$ cat config.mk
export PLATFORM = sky130hd
export DESIGN_NAME = bubble_sort_engine_flat
export DESIGN_NICKNAME = d
export VERILOG_FILES = /design/src/rtl/core/bse_pkg.sv /design/src/rtl/core/bse_ifs.sv /design/src/rtl/core/bse_ram.sv /design/src/rtl/core/bse_ctrl.sv /design/src/rtl/core/bse_dpath.sv /design/src/rtl/core/bubble_sort_engine.sv /design/src/flat_wrapper.sv
export SDC_FILE = /design/constraint.sdc
export NUM_CORES = 1
export LEC_CHECK = 0
export BUFFER_PORTS_ARGS = -buffer_cell sky130_fd_sc_hd__clkbuf_2
export CAP_MARGIN = 5
export CORE_UTILIZATION = 56
export DETAILED_ROUTE_END_ITERATION = 12
export GPL_TIMING_DRIVEN = 1
export PLACE_DENSITY_LB_ADDON = 0.3
export SYNTH_ARGS = -nofsm -noshare
export SYNTH_HDL_FRONTEND = slang
export SYNTH_SLANG_ARGS = --single-unit
$ cat constraint.sdc
create_clock -name clock -period 5.2 [get_ports clock]
set_input_delay 0 -clock clock [delete_from_list [all_inputs] [get_ports clock]]
set_output_delay 0 -clock clock [all_outputs]
set_load 0.01 [all_outputs]
$ cat src/rtl/core/bse_pkg.sv
// Package for the bubble sort engine: constants, controller states, command and status types
`default_nettype none
package bse_pkg;

   localparam int VALUE_W       = 32;
   localparam int MAX_ITEMS_DEF = 16;

   typedef enum logic [2:0] {
      S_LOAD,
      S_SORT,
      S_OUT_RD,
      S_OUT_LD,
      S_OUT_WAIT
   } state_type;

   typedef struct packed {
      logic load;
      logic sort_step;
      logic out_read;
      logic out_load;
   } cmd_type;

   typedef struct packed {
      logic last_accept;
      logic sort_done;
      logic rsp_done;
      logic rsp_end;
   } stat_type;

endpackage
`default_nettype wire

$ cat src/rtl/core/bse_ifs.sv
// Request and response channel interfaces of the bubble sort engine
`default_nettype none
interface bse_req_if;
   logic                                 valid;
   logic                                 ready;
   logic signed [bse_pkg::VALUE_W-1:0]   value;
   logic                                 last_item;

   modport source (output valid, value, last_item, input ready);
   modport sink   (input valid, value, last_item, output ready);
endinterface

interface bse_rsp_if;
   logic                                 valid;
   logic                                 ready;
   logic signed [bse_pkg::VALUE_W-1:0]   sorted_value;
   logic                                 end_of_set;
   logic                                 overflow;

   modport source (output valid, sorted_value, end_of_set, overflow, input ready);
   modport sink   (input valid, sorted_value, end_of_set, overflow, output ready);
endinterface
`default_nettype wire

$ cat src/rtl/core/bse_ram.sv
// Generic single write port, single read port RAM with registered read data
`default_nettype none
module bse_ram #(
   parameter int WIDTH = 32,
   parameter int DEPTH = 16
) (
   input  logic                     clock,
   input  logic                     wr_en,
   input  logic [$clog2(DEPTH)-1:0] wr_addr,
   input  logic [WIDTH-1:0]         wr_data,
   input  logic                     rd_en,
   input  logic [$clog2(DEPTH)-1:0] rd_addr,
   output logic [WIDTH-1:0]         rd_data
);

   logic [WIDTH-1:0] mem_ff [DEPTH];
   logic [WIDTH-1:0] rd_data_ff;

   always_ff @(posedge clock) begin
      if (wr_en) begin
         mem_ff[wr_addr] <= wr_data;
      end
   end

   always_ff @(posedge clock) begin
      if (rd_en) begin
         rd_data_ff <= mem_ff[rd_addr];
      end
   end

   assign rd_data = rd_data_ff;

endmodule
`default_nettype wire

$ cat src/rtl/core/bse_ctrl.sv
// Controller state machine of the bubble sort engine: load, sort, output phases
`default_nettype none
module bse_ctrl (
   input  logic               clock,
   input  logic               reset,
   input  bse_pkg::stat_type  stat,
   output bse_pkg::cmd_type   cmd
);
   import bse_pkg::*;

   state_type state_ff;
   state_type state_in;

   always_ff @(posedge clock) begin
      if (reset) begin
         state_ff <= S_LOAD;
      end else begin
         state_ff <= state_in;
      end
   end

   always_comb begin
      state_in = state_ff;
      case (state_ff)
         S_LOAD: begin
            if (stat.last_accept) begin
               state_in = S_SORT;
            end
         end
         S_SORT: begin
            if (stat.sort_done) begin
               state_in = S_OUT_RD;
            end
         end
         S_OUT_RD: begin
            state_in = S_OUT_LD;
         end
         S_OUT_LD: begin
            state_in = S_OUT_WAIT;
         end
         S_OUT_WAIT: begin
            if (stat.rsp_done) begin
               state_in = stat.rsp_end ? S_LOAD : S_OUT_RD;
            end
         end
         default: begin
            state_in = S_LOAD;
         end
      endcase
   end

   always_comb begin
      cmd = '0;
      case (state_ff)
         S_LOAD:     cmd.load      = 1'b1;
         S_SORT:     cmd.sort_step = 1'b1;
         S_OUT_RD:   cmd.out_read  = 1'b1;
         S_OUT_LD:   cmd.out_load  = 1'b1;
         S_OUT_WAIT: cmd           = '0;
         default:    cmd           = '0;
      endcase
   end

endmodule
`default_nettype wire

$ cat src/rtl/core/bse_dpath.sv
// Datapath of the bubble sort engine: element store, pass sequencing, compare and output register
`default_nettype none
module bse_dpath #(
   parameter int MAX_ITEMS = bse_pkg::MAX_ITEMS_DEF
) (
   input  logic               clock,
   input  logic               reset,
   input  bse_pkg::cmd_type   cmd,
   output bse_pkg::stat_type  stat,
   bse_req_if.sink            req_chan,
   bse_rsp_if.source          rsp_chan
);
   import bse_pkg::*;

   localparam int AW = $clog2(MAX_ITEMS);
   localparam int CW = $clog2(MAX_ITEMS + 1);
   localparam int IW = $clog2(MAX_ITEMS + 2);

   logic [CW-1:0]             count_ff, count_in;
   logic                      dropped_ff, dropped_in;
   logic [IW-1:0]             idx_ff, idx_in;
   logic [CW-1:0]             pass_ff, pass_in;
   logic signed [VALUE_W-1:0] held_ff, held_in;
   logic                      rsp_valid_ff, rsp_valid_in;
   logic signed [VALUE_W-1:0] rsp_value_ff, rsp_value_in;
   logic                      rsp_end_ff, rsp_end_in;
   logic                      rsp_ovf_ff, rsp_ovf_in;

   logic                      wr_en;
   logic [AW-1:0]             wr_addr;
   logic [VALUE_W-1:0]        wr_data;
   logic                      rd_en;
   logic [VALUE_W-1:0]        rd_raw;
   logic signed [VALUE_W-1:0] rd_data;

   logic                      req_fire;
   logic                      rsp_fire;
   logic                      sort_done;
   logic [IW-1:0]             count_x;
   logic [IW-1:0]             idx_m2;
   logic [CW-1:0]             count_m1;

   bse_ram #(
      .WIDTH (VALUE_W),
      .DEPTH (MAX_ITEMS)
   ) u_store (
      .clock   (clock),
      .wr_en   (wr_en),
      .wr_addr (wr_addr),
      .wr_data (wr_data),
      .rd_en   (rd_en),
      .rd_addr (idx_ff[AW-1:0]),
      .rd_data (rd_raw)
   );

   assign rd_data   = $signed(rd_raw);
   assign count_x   = IW'(count_ff);
   assign idx_m2    = idx_ff - IW'(2);
   assign count_m1  = count_ff - CW'(1);
   assign req_fire  = cmd.load && req_chan.valid;
   assign rsp_fire  = rsp_valid_ff && rsp_chan.ready;
   assign sort_done = cmd.sort_step && (idx_ff == '0) && (pass_ff >= count_ff);

   always_comb begin
      count_in     = count_ff;
      dropped_in   = dropped_ff;
      idx_in       = idx_ff;
      pass_in      = pass_ff;
      held_in      = held_ff;
      rsp_valid_in = rsp_valid_ff;
      rsp_value_in = rsp_value_ff;
      rsp_end_in   = rsp_end_ff;
      rsp_ovf_in   = rsp_ovf_ff;
      wr_en        = 1'b0;
      wr_addr      = count_ff[AW-1:0];
      wr_data      = req_chan.value;
      rd_en        = 1'b0;

      if (req_fire) begin
         if (count_ff < CW'(MAX_ITEMS)) begin
            wr_en    = 1'b1;
            count_in = count_ff + CW'(1);
         end else begin
            dropped_in = 1'b1;
         end
         if (req_chan.last_item) begin
            idx_in  = '0;
            pass_in = CW'(1);
         end
      end

      // one pass streams the store, carrying the running maximum in held_ff
      if (cmd.sort_step && !sort_done) begin
         if (idx_ff < count_x) begin
            rd_en = 1'b1;
         end
         if (idx_ff == IW'(1)) begin
            held_in = rd_data;
         end else if ((idx_ff >= IW'(2)) && (idx_ff <= count_x)) begin
            wr_en   = 1'b1;
            wr_addr = idx_m2[AW-1:0];
            if (held_ff > rd_data) begin
               wr_data = rd_data;
            end else begin
               wr_data = held_ff;
               held_in = rd_data;
            end
         end
         if (idx_ff == count_x + IW'(1)) begin
            wr_en   = 1'b1;
            wr_addr = count_m1[AW-1:0];
            wr_data = held_ff;
            idx_in  = '0;
            pass_in = pass_ff + CW'(1);
         end else begin
            idx_in = idx_ff + IW'(1);
         end
      end

      if (cmd.out_read) begin
         rd_en = 1'b1;
      end

      if (cmd.out_load) begin
         rsp_valid_in = 1'b1;
         rsp_value_in = rd_data;
         rsp_end_in   = (idx_ff + IW'(1) == count_x);
         rsp_ovf_in   = dropped_ff;
      end

      if (rsp_fire) begin
         rsp_valid_in = 1'b0;
         if (rsp_end_ff) begin
            idx_in     = '0;
            count_in   = '0;
            dropped_in = 1'b0;
         end else begin
            idx_in = idx_ff + IW'(1);
         end
      end
   end

   always_ff @(posedge clock) begin
      if (reset) begin
         count_ff     <= '0;
         dropped_ff   <= 1'b0;
         idx_ff       <= '0;
         pass_ff      <= '0;
         rsp_valid_ff <= 1'b0;
      end else begin
         count_ff     <= count_in;
         dropped_ff   <= dropped_in;
         idx_ff       <= idx_in;
         pass_ff      <= pass_in;
         rsp_valid_ff <= rsp_valid_in;
      end
   end

   always_ff @(posedge clock) begin
      held_ff      <= held_in;
      rsp_value_ff <= rsp_value_in;
      rsp_end_ff   <= rsp_end_in;
      rsp_ovf_ff   <= rsp_ovf_in;
   end

   assign req_chan.ready        = cmd.load;
   assign rsp_chan.valid        = rsp_valid_ff;
   assign rsp_chan.sorted_value = rsp_value_ff;
   assign rsp_chan.end_of_set   = rsp_end_ff;
   assign rsp_chan.overflow     = rsp_ovf_ff;

   assign stat.last_accept = req_fire && req_chan.last_item;
   assign stat.sort_done   = sort_done;
   assign stat.rsp_done    = rsp_fire;
   assign stat.rsp_end     = rsp_end_ff;

   a_count_cap: assert property (@(posedge clock) disable iff (reset)
      count_ff <= CW'(MAX_ITEMS))
      else $error("element count beyond capacity");

   a_sort_wr_range: assert property (@(posedge clock) disable iff (reset)
      (cmd.sort_step && wr_en) |-> (CW'(wr_addr) < count_ff))
      else $error("sort pass writes outside the held set");

endmodule
`default_nettype wire

$ cat src/rtl/core/bubble_sort_engine.sv
// Bubble sort engine top level: controller and datapath
// Load: one request per cycle; the request marked last starts the sort.
// Sort: n-1 streaming passes over the store's single read port and single write port,
//   for n held elements.
// Output: per response, store read, then response register load, then wait for rsp ready.
// Reset (synchronous, active high) empties the set and clears the flags; store data is kept.
`default_nettype none
module bubble_sort_engine #(
   parameter int MAX_ITEMS = bse_pkg::MAX_ITEMS_DEF
) (
   input  logic       clock,
   input  logic       reset,
   bse_req_if.sink    req_chan,
   bse_rsp_if.source  rsp_chan
);
   import bse_pkg::*;

   cmd_type  cmd;
   stat_type stat;

   bse_ctrl u_ctrl (
      .clock (clock),
      .reset (reset),
      .stat  (stat),
      .cmd   (cmd)
   );

   bse_dpath #(
      .MAX_ITEMS (MAX_ITEMS)
   ) u_dpath (
      .clock    (clock),
      .reset    (reset),
      .cmd      (cmd),
      .stat     (stat),
      .req_chan (req_chan),
      .rsp_chan (rsp_chan)
   );

   a_no_overlap: assert property (@(posedge clock) disable iff (reset)
      req_chan.ready |-> !rsp_chan.valid)
      else $error("request taken while a response is pending");

   a_reload: assert property (@(posedge clock) disable iff (reset)
      (rsp_chan.valid && rsp_chan.ready && rsp_chan.end_of_set) |=> req_chan.ready)
      else $error("not back in load after end of set");

endmodule
`default_nettype wire
$ cat src/flat_wrapper.sv
// flat-port wrapper written by rule: the top's interface ports become plain ports
module bubble_sort_engine_flat import bse_pkg::*;
#(
   parameter int MAX_ITEMS = bse_pkg::MAX_ITEMS_DEF
)
  (clock, reset, req_chan_valid, req_chan_value, req_chan_last_item, req_chan_ready, rsp_chan_valid, rsp_chan_sorted_value, rsp_chan_end_of_set, rsp_chan_overflow, rsp_chan_ready);
  bse_req_if req_chan_i ();
  bse_rsp_if rsp_chan_i ();
  input  logic clock;
  input  logic reset;
  input wire logic [$bits(req_chan_i.valid)-1:0] req_chan_valid;
  input wire logic [$bits(req_chan_i.value)-1:0] req_chan_value;
  input wire logic [$bits(req_chan_i.last_item)-1:0] req_chan_last_item;
  output wire logic [$bits(req_chan_i.ready)-1:0] req_chan_ready;
  output wire logic [$bits(rsp_chan_i.valid)-1:0] rsp_chan_valid;
  output wire logic [$bits(rsp_chan_i.sorted_value)-1:0] rsp_chan_sorted_value;
  output wire logic [$bits(rsp_chan_i.end_of_set)-1:0] rsp_chan_end_of_set;
  output wire logic [$bits(rsp_chan_i.overflow)-1:0] rsp_chan_overflow;
  input wire logic [$bits(rsp_chan_i.ready)-1:0] rsp_chan_ready;
  assign req_chan_i.valid = req_chan_valid;
  assign req_chan_i.value = req_chan_value;
  assign req_chan_i.last_item = req_chan_last_item;
  assign req_chan_ready = req_chan_i.ready;
  assign rsp_chan_valid = rsp_chan_i.valid;
  assign rsp_chan_sorted_value = rsp_chan_i.sorted_value;
  assign rsp_chan_end_of_set = rsp_chan_i.end_of_set;
  assign rsp_chan_overflow = rsp_chan_i.overflow;
  assign rsp_chan_i.ready = rsp_chan_ready;
  bubble_sort_engine #(.MAX_ITEMS(MAX_ITEMS)) u_core (.clock(clock), .reset(reset), .req_chan(req_chan_i), .rsp_chan(rsp_chan_i));
endmodule
# Word-level counts from Yosys, hierarchy flattened

Memories as Yosys holds them, arrays and structs flattened. A register that Yosys moved wholly into a read port is not among the register bits.
Cells that the tools add are included.

Multiplexer cells: 50
Add/subtract/negate cells: 5
$lt $le $gt $ge: 6
Reductions and logical operators: 17
Equal/unequal tests: 11

Operators with widths:

| kind                  | count |
|---|---|
| $mux W32              | 8 |
| $mux W5               | 14 |
| $gt A32 B32 Y1        | 1 |
| $mux W1               | 19 |
| $mux W4               | 4 |
| $add A5 B1 Y5 const B | 3 |
| $pmux W3 S5           | 1 |
| $eq A5 B5 Y1          | 2 |
| $mux W3               | 3 |
| $logic_and A1 B1 Y1   | 7 |
| $eq A3 B2 Y1 const B  | 2 |
| $ne A2 B2 Y1 const B  | 3 |
| $reduce_and A3 Y1     | 2 |
| $reduce_bool A3 Y1    | 2 |
| $eq A5 B1 Y1 const B  | 1 |
| $ge A5 B2 Y1 const B  | 1 |
| $ge A5 B5 Y1          | 1 |
| $le A5 B5 Y1          | 1 |
| $logic_not A5 Y1      | 1 |
| $lt A5 B5 Y1          | 1 |
| $lt A5 B5 Y1 const B  | 1 |
| $sub A4 B1 Y4 const B | 1 |
| $sub A4 B2 Y4 const B | 1 |
| $eq A3 B1 Y1 const B  | 1 |
| 8 further kinds       | 8 |

Memories kept: 1
Input port bits: 37
RAM bits: 512
Output and inout bits: 36
Logic and storage cells: 100
Flip-flop bits (word level): 86

Memories:

| name                          | depth | width | rd ports | clocked after memory_dff | wr ports | line          | RTL |
|---|---|---|---|---|---|---|---|
| u_core.u_dpath.u_store.mem_ff | 16    | 32    | 1        | 1                        | 1        | bse_ram.sv:16 | `logic [WIDTH-1:0] mem_ff [DEPTH];` |

# Logic depth before layout (Yosys ltp)

Gate-level depths: netlist (run 1).

Depth after elaboration: 10
Mapped depth: 13
Mapped depth without buffers: 10

# Cells and area by module

Synthesis (run 1) repeated with hierarchy kept, for this count alone.

Cells, all modules: 1387
Area, all modules: 25969.9 um^2

Modules (own cells, without submodules):

| module    | area each (um^2) | sequential area each (um^2) | cells each | instances |
|---|---|---|---|---|
| bse_ram   | 20155.6          | 16335.7                     | 838        | 1 |
| bse_dpath | 5621.6           | 2322.2                      | 525        | 1 |
| bse_ctrl  | 192.7            | 60.1                        | 24         | 1 |

# Worst setup path after synthesis (run 1)

OpenSTA, ideal clock, no wires.

Path type: reg2reg
Start point: register u_core.u_dpath.idx_ff[1]
End point: memory u_core.u_dpath.u_store.mem_ff[12][0], enable pin
Data required time: 4739 ps
Buffers on the path: 4
Library setup time: 461 ps
Cell stages (with the launch flop): 13
Period minus slack after synthesis: 5309 ps
Path slack: -109 ps
Arrival time: 4847 ps
Cells stage by stage: dfxtp_1 > clkbuf_1 > clkbuf_1 > clkbuf_1 > inv_1 > ha_1 > nand2_1 > a21oi_2 > a211oi_1 > clkbuf_1 > nand3_1 > o221a_4 > nor3_1

Word-level cells in the longest chain between the ends: 8
Elaborated cells between the ends (all ways): 21
Those cells by class: 1 x add/sub; 2 x order compare; 2 x eq/ne; 10 x mux; 6 x reduce/logical

Ends and longest elaborated chain:

| element                                        | line                              | RTL |
|---|---|---|
| start: declaration                             | bse_dpath.sv:21                   | `logic [IW-1:0] idx_ff, idx_in;` |
| start signal: assignment                       | bse_dpath.sv:153                  | `idx_ff <= idx_in;` |
| $ge A5 B2 Y1 (tied with other cells)           | bse_dpath.sv:99                   | `end else if ((idx_ff >= IW'(2)) && (idx_ff <= count_x)) begin` |
| $logic_and A1 B1 Y1 (on tied branches)         | bse_dpath.sv:99, bse_dpath.sv:62  |  |
| $mux W1 or $logic_and A1 B1 Y1 (tied branches) | bse_dpath.sv:99, bse_dpath.sv:62  |  |
| $mux W1 or $logic_not A1 Y1 (tied branches)    | bse_dpath.sv:97, bse_dpath.sv:93  |  |
| $mux W1 or $logic_and A1 B1 Y1 (tied branches) | bse_dpath.sv:109, bse_dpath.sv:93 |  |
| $mux W1                                        | bse_dpath.sv:93                   | `if (cmd.sort_step && !sort_done) begin` |
| $mux W1                                        | bse_ram.sv:20                     | `if (wr_en) begin` |
| $mux W1 (not written as such)                  | bse_ram.sv:21                     | `mem_ff[wr_addr] <= wr_data;` |
| end: declaration                               | bse_ram.sv:16                     |  |

Several ways; a longest one is shown, not always the timed one.

# Worst setup path in the final report (run 1)

Start point: register u_core.u_dpath.u_store.rd_data_ff[31] (netlist: u_core.u_dpath.u_store.rd_data[31]) (read register of u_core.u_dpath.u_store.mem_ff)
End point: memory u_core.u_dpath.u_store.mem_ff[14][28], data pin

Word-level cells in the longest chain between the ends: 6

Ends and longest elaborated chain:

| element                                      | line             | RTL |
|---|---|---|
| start: declaration                           | bse_ram.sv:17    | `logic [WIDTH-1:0] rd_data_ff;` |
| $gt A32 B32 Y1                               | bse_dpath.sv:102 | `if (held_ff > rd_data) begin` |
| $mux W32                                     | bse_dpath.sv:102 |  |
| $mux W32                                     | bse_dpath.sv:99  |  |
| $mux W32                                     | bse_dpath.sv:97  | `if (idx_ff == IW'(1)) begin` |
| $mux W32                                     | bse_dpath.sv:109 | `if (idx_ff == count_x + IW'(1)) begin` |
| $mux W32                                     | bse_dpath.sv:93  |  |
| named net u_core.u_dpath.u_store.wr_data[28] | bse_ram.sv:10    | `input logic [WIDTH-1:0] wr_data,` |

The timed path passes the listed nets, and every way through them passes these cells.

==> reports/metrics.yaml, run 1 <==
status:
  status: "finished clean"
synth:
  synth_top_cell_by_area: "edfxtp_1"
  synthMuxAreaShare: 0.144
  syn_area_per_cell_um2: 20.0
  synth_compound_gate_area_share: 0.0366
  synth_flop_cell: "edfxtp_1"
  synth-edff-count: 610
  ys_seq_elements: 630
  ys_seq_area_frac: 0.736
  synthArstFlopShare: 0
  synth-adder-area-share: 0.0256
  synth.area.top_cells: "edfxtp_1 72%, mux4_2 14%, ha_1 2.6%"
  synthCells: 1272
  synth_xor_area_frac: 0.00551
  synth_top_area_share: 0.721
  ys_types: 64
  yosysWarnings: 0
  synth_top_family_by_area: "multiplexers"
  synthesis.area_mm2: 0.0254
  syn_nets: 1361
  synthSimpleGateAreaFrac: 0.0312
sta:
  hold_violations: 0
  fin_crit_sh: 0.900
  min_period_ns: 4.68
  fmax_mhz: 214
  maxSlewHeadroom: 0.221
  post-route-worst-setup-slack_ns: 0.519
  holdWs_ns: 0.233
  grt_setup_unrepaired: "false"
  worst_pin_slew_ns: 1.17
  slew_viol_final: 0
  skew_ns: 0.0102
  setup_viol: 0
cells_and_area:
  drive_gt1_frac: 0.295
  area_growth_pct: 15.7
  final_cells: 2102
  fin_nets: 1551
  final_util: 0.661
  final_design_area_no_fill_mm2: 0.0294
  diodes: 0
clocking:
  cts_resized: 0
  cts_sinks: 630
  cts_tree: "yes"
  ctsRootBufferMaster: "clkbuf_16"
  clk_pin_slew_ns: 0.07
  insertion_delay_ns: 0.63
  htreeDepth: 2
  clockBufferDepth: 3
  cts_buffers: 59
placement:
  dp_hpwl_um: 33700
  post-place-ws_ns: 0.633
  place_area_mm2: 0.0271
  dp.cells: 1956
  finalWeightedCongestion: 0.902
  portBuffers: 72
floorplanning:
  initial_utilization: 0.571
  die_area_mm2: 0.0463
  die_w_um: 215
  core_mm2: 0.0445
  io_pins: 73
  die_h_um: 215
  rows: 77
power_and_ir_drop:
  p_leak_nw: 9.75
  peakVddDrop_mv: 0.293
  p_per_area_mw_per_mm2: 371
min_path:
  hp-start: "req_chan_value[28]"
  worstHoldPathType: "input port to flip-flop"
worst_setup_path:
  startpoint_type: "flip-flop"
  crit_family: "compound AO/OA/AOI/OAI gates"
  cp.required_ns: 5.36
  critPathSlowestCell: "a21oi_4"
  r2r-start: "u_core.u_dpath.u_store.rd_data[31]$_DFFE_PP_"
  cp.arrival_ns: 4.84
  path_buf_inv: 1
  cp_cell_sequence: "inv_1 -> ha_1 -> nand4_1 -> nor4_1 -> o31a_1 -> o211ai_1 -> a21oi_4 -> o221ai_1"
  crit_fanout: 32
  max_stage_delay_ns: 0.90
  critPathLaunch: "u_core.u_dpath.u_store.rd_data[31]$_DFFE_PP_"
  cp-end-kind: "flip-flop"
  worstSetupPathType: "flip-flop to flip-flop"
routing:
  drt_first_pass_iters: 5
  vias: 13300
  vias_per_cell: 6.32
  drt_wl_total_um: 58200
  drc: 0
  final_antenna_net_count: 0
  drt_iter0_drc: 1481
  wl_per_cell_um: 27.7
job:
  drv_cap: 0
global_routing:
  grt_max_degree: 58
  grt_first_pass_wirelength_um: 86000
  antenna_found_initial: 1
  grt_pass1_vias: 13500
  gr-total-overflow: 0
  track_usage: 0.258
==> flip-flops by register name (all words and copies together), names as in the netlist <==
| register | cells |
|---|---|
| u_core.u_dpath.rsp_chan.sorted_value | 32 |
| u_core.u_dpath.idx_ff | 5 |
| u_core.u_dpath.rsp_chan.end_of_set | 1 |
| u_core.u_dpath.u_store.rd_data | 32 |
| u_core.u_dpath.rsp_chan.valid | 1 |
| u_core.u_dpath.pass_ff | 5 |
| u_core.u_ctrl.state_ff | 3 |
| u_core.u_dpath.held_ff | 32 |
| u_core.u_dpath.u_store.mem_ff | 512 |
| u_core.u_dpath.rsp_chan.overflow | 1 |
| u_core.u_dpath.count_ff | 5 |
| u_core.u_dpath.dropped_ff | 1 |
==> timing repair <==
item,CTS,global route
setup endpoints to repair,0,0
hold buffers,37,0
setup buffers,0,0
endpoints found under the hold margin,516,0
==> worst min-delay path: cells and delay by family <==
family / cells / cell delay, ns
AND/OR/NAND/NOR: 1 / 0.08
AO/OA/AOI/OAI: 1 / 0.38
buffers and inverters: 1 / 0.16
==> layer usage <==
| layer | part of all wire | GRT usage | up-vias |
|---|---|---|---|
| li1 | - | - | 5601 |
| met1 | 0.39 | 0.352 | 6919 |
| met2 | 0.49 | 0.418 | 646 |
| met3 | 0.084 | 0.0510 | 123 |
| met4 | 0.032 | 0.0948 | 2 |
| met5 | 0.00022 | 0 | - |
==> cells by family (layout without fill, tap and decap cells) <==
kind of cell	after synthesis	in the layout
DFF	630	630
AOI/OAI and AO/OA	118	118
buffers and inverters	135	373
and+or+nand+nor	157	157
xor gates and xnor gates	16	16
muxes	164	164
adders and majority gates	52	52
==> metrics by stage <==
step | setup TNS [ns] | total power, mW
floorplan | -30.23 | 6.30
global placement | 0 | 6.52
detailed placement | 0 | 6.54
CTS | 0 | 11.0
global route | 0 | 11.2
finish | 0 | 10.9
==> layout make-up <==
type	instances	area [um2]
clock buffers	73	1570
clock inverters	36	432
fillers	2886	15100
inverters	78	293
multi-input cells	507	6300
flip-flops and latches	630	18700
well taps	592	741
repair buffers	186	1360
==> cell usage after synthesis, types with 4 or more instances <==
cell	count
o21ai_1	4
edfxtp_1	610
nor2_1	25
nand2_1	58
nand2b_1	6
xnor2_1	10
mux4_2	160
nor3_1	23
a211oi_1	6
and3_1	4
xor2_1	6
nand3_1	17
clkbuf_1	31
buf_1	8
buf_2	14
o221ai_1	32
o21ai_0	8
a21oi_1	26
inv_1	77
ha_1	52
nor3_2	5
dfxtp_1	20
nand4_1	7
==> where the power goes <==
part	switching, mW	total, mW	internal (mW)	leakage (nW)
clock network	1.87	4.46	2.60	0.971
logic	0.406	0.718	0.311	3.11
registers	0.0486	5.74	5.69	5.67
==> layout by cell type, fill, tap and decap left out, drive strengths merged, types with 7 or more instances in the layout <==
cell         count
a21oi           29
buf             77
bufinv           9
clkbuf         145
clkinv          19
dfxtp           20
dlygate4sd3     37
edfxtp         610
ha              52
inv             81
mux4           160
nand2           58
nand3           17
nand4            7
nor2            25
nor3            28
o21ai           14
o221ai          33
xnor2           10
==> final timing paths <==
path,end,slack (ns),cells after the start
setup reg to reg,u_core.u_dpath.u_store.mem_ff[14][28]$_DFFE_PP_,0.52,8
hold reg to reg,u_core.u_dpath.rsp_chan.overflow$_DFFE_PP_,0.45,0
setup / recovery,u_core.u_dpath.u_store.mem_ff[14][28]$_DFFE_PP_,0.52,8
hold / removal,u_core.u_dpath.u_store.mem_ff[9][28]$_DFFE_PP_,0.23,3
(Power assumes the default switching activity.)
==> run 2, diff against run 1 <==
--- a/config.mk
+++ b/config.mk
@@ -7,7 +7,7 @@
 export LEC_CHECK = 0
 export BUFFER_PORTS_ARGS = -buffer_cell sky130_fd_sc_hd__clkbuf_2
 export CAP_MARGIN = 5
-export CORE_UTILIZATION = 56
+export CORE_UTILIZATION = 62
 export DETAILED_ROUTE_END_ITERATION = 12
 export GPL_TIMING_DRIVEN = 1
 export PLACE_DENSITY_LB_ADDON = 0.3
==> constraint.sdc (replaced) <==
create_clock -name clock -period 4.7 [get_ports clock]
set_input_delay 0 -clock clock [delete_from_list [all_inputs] [get_ports clock]]
set_output_delay 0 -clock clock [all_outputs]
set_load 0.01 [all_outputs]
==> reports/metrics.yaml, run 2 (synthesis gave the netlist of run 1 again) <==
status:
  status: "finished, violations left"
  failed_checks: "hold timing"
power_and_ir_drop:
  peakVddDrop_mv: 0.320  # +9.1%
  power.total_mw: 12.3  # +12%
  p_leak_nw: 9.68  # -0.73%
  p_per_area_mw_per_mm2: 419  # +13%
sta:
  hold_violations: 32  # +32
  setup_viol: 0  # unchanged
  fin_crit_sh: 0.976  # +0.0758
  worst_pin_slew_ns: 1.40  # +0.235 ns
  skew_ns: 0.0142  # +0.00401 ns
  fmax_mhz: 218  # +2.0%
  post-route-worst-setup-slack_ns: 0.113  # -0.406 ns
  min_period_ns: 4.59  # -0.0939 ns
  maxSlewHeadroom: 0.0661  # -0.155
  grt_setup_unrepaired: "true"
  holdWs_ns: -0.0178  # -0.251 ns
  slew_viol_final: 0  # unchanged
global_routing:
  grt_max_degree: 116  # +100%
  grt_first_pass_wirelength_um: 87900  # +2.2%
  grt_pass1_vias: 13800  # +2.3%
  antenna_found_initial: 0  # -1
  gr-total-overflow: 0  # unchanged
  track_usage: 0.297  # +0.0391
cells_and_area:
  final_common_cell: "edfxtp_1"
  diodes: 0  # unchanged
  area_growth_pct: 15.2
  final_cell_mix: "610 x edfxtp_1, 160 x mux4_2, 76 x inv_1, 72 x clkbuf_2, 61 x clkbuf_16"
  fill_cells: 2210  # -23%
  regMostFlops: "u_core.u_dpath.u_store.mem_ff"
  drive_gt1_frac: 0.296  # +0.000382
  fin_nets: 1521  # -1.9%
  final_design_area_no_fill_mm2: 0.0293  # -0.43%
  final_util: 0.731  # +0.0696
  largest_reg_flops: 512  # unchanged
worst_setup_path:
  cp.arrival_ns: 4.70  # -0.14 ns
  cp.required_ns: 4.81  # -0.55 ns
  worstSetupPathType: "flip-flop to flip-flop"
  max_stage_delay_ns: 0.81  # -0.09 ns
  reg2reg_slack_ns: 0.11  # -0.41 ns
  cp_cell_sequence: "inv_1 -> ha_1 -> nand4_1 -> nor4_1 -> o31a_1 -> o211ai_1 -> a21oi_4 -> buf_4 -> o221ai_1"
  cp-end-kind: "flip-flop"
  startpoint_type: "flip-flop"
  r2r_end: "u_core.u_dpath.u_store.mem_ff[7][24]$_DFFE_PP_"
  critPathSlowestCell: "nor4_1"
  r2r-start: "u_core.u_dpath.u_store.rd_data[31]$_DFFE_PP_"
  rr_worst_depth: 9  # +1
  crit_fanout: 16  # -50%
routing:
  drt_wl_total_um: 60200  # +3.4%
  drt_iter0_drc: 1771  # +20%
  final_antenna_net_count: 0  # unchanged
  drt_first_pass_iters: 5  # unchanged
  drc: 0  # unchanged
  vias_per_cell: 6.77  # +7.1%
  vias: 13600  # +2.2%
  wl_per_cell_um: 30.0  # +8.4%
job:
  drv_cap: 0  # unchanged
floorplanning:
  die_h_um: 204  # -4.9%
  io_pins: 73  # unchanged
  rows: 73  # -5.2%
  initial_utilization: 0.634  # +0.0629
  core_mm2: 0.0401  # -9.9%
  die_area_mm2: 0.0418  # -9.6%
  die_w_um: 204  # -4.9%
clocking:
  cts_tree: "yes"
  cts_sinks: 630  # unchanged
  insertion_delay_ns: 0.62  # about the same
  htreeDepth: 2  # unchanged
  clockBufferDepth: 3  # unchanged
  ctsRootBufferMaster: "clkbuf_16"
  clk_pin_slew_ns: 0.06  # about the same
  cts_buffers: 60  # +1.7%
min_path:
  worstHoldPathType: "input port to flip-flop"
  hp-start: "req_chan_value[21]"
  holdPathStages: 3  # unchanged
  hold_end: "u_core.u_dpath.u_store.mem_ff[15][21]$_DFFE_PP_"
placement:
  post-place-ws_ns: 0.151  # -0.482 ns
  finalWeightedCongestion: 0.893  # -1.1%
  place_area_mm2: 0.0269  # -0.53%
  dp_hpwl_um: 33000  # -2.1%
  portBuffers: 72  # unchanged
## run 2: cell types whose count changed in the layout (fill, tap and decap cells not counted), sizes merged
cell	delta
bufinv	+4
clkinvlp	-3
mux2i	+1
buf	-16
dlygate4sd3	-16
clkinv	+8
clkbuf	-7
## run 2: power by group
part | switching [mW] | internal (mW) | leakage (nW)
combinational | 0.460 | 0.335 | 2.99
sequential | 0.0419 | 6.30 | 5.67
clock | 2.07 | 3.08 | 1.02
## run 2: layer usage
layer / vias to the layer above / global-route usage / share of wire / wire length, um
met5: - / 0 / 0 / 0
met4: 0 / 0.132 / 0.042 / 2530
met3: 177 / 0.0507 / 0.095 / 5720
met2: 846 / 0.480 / 0.49 / 29600
met1: 7005 / 0.403 / 0.37 / 22300
li1: 5552 / - / - / -
## run 2: final cells by class
cell class / count / area [um2] / share of cell area
sequential: 630 / 18700 / 0.639
multi-input combinational: 508 / 6370 / 0.217
clock buffer: 66 / 1550 / 0.0527
timing repair buffer: 154 / 1140 / 0.0389
tap: 525 / 657 / 0.0224
clock inverter: 45 / 562 / 0.0192
inverter: 78 / 293 / 0.00999
## run 2: how the worst max path moves through the flow
stage	start	to	slack, ns	depth (start not counted)
detailed placement	u_core.u_dpath.u_store.rd_data[31]$_DFFE_PP_	u_core.u_dpath.u_store.mem_ff[11][11]$_DFFE_PP_	0.15	9
floorplan	u_core.u_dpath.idx_ff[1]$_SDFFE_PP0P_	u_core.u_dpath.u_store.mem_ff[12][0]$_DFFE_PP_	-0.61	12
finish	u_core.u_dpath.u_store.rd_data[31]$_DFFE_PP_	u_core.u_dpath.u_store.mem_ff[7][24]$_DFFE_PP_	0.11	9
global placement	u_core.u_dpath.u_store.rd_data[31]$_DFFE_PP_	u_core.u_dpath.u_store.mem_ff[8][16]$_DFFE_PP_	0.27	10
CTS	u_core.u_dpath.u_store.rd_data[31]$_DFFE_PP_	u_core.u_dpath.u_store.mem_ff[2][23]$_DFFE_PP_	0.18	10
global route	u_core.u_dpath.count_ff[3]$_SDFF_PP0_	u_core.u_dpath.u_store.mem_ff[10][27]$_DFFE_PP_	-0.03	9
## run 2: timing repair
action	4_1_cts	5_1_grt
buffers inserted	0	0
setup endpoints to repair	0	352
hold buffers	16	5
gates resized for setup	0	9
hold endpoints to repair	180	61
## run 2: per-stage QoR
stage / cells / TNS, ns
after floorplan: 1272 / -174.23
after global placement: 1873 / 0
after detailed placement: 1873 / 0
after CTS: 2000 / 0
after global routing: 2006 / -1.36
final: 2006 / 0
## run 2: critical path: cells and delay by family (launching register included)
| family | cells | cell delay (ns) |
|---|---|---|
| flops | 1 | 0.38 |
| compound gates | 4 | 1.80 |
| simple gates | 2 | 1.02 |
| fa+ha+maj | 1 | 0.40 |
| buf+inv | 2 | 0.46 |
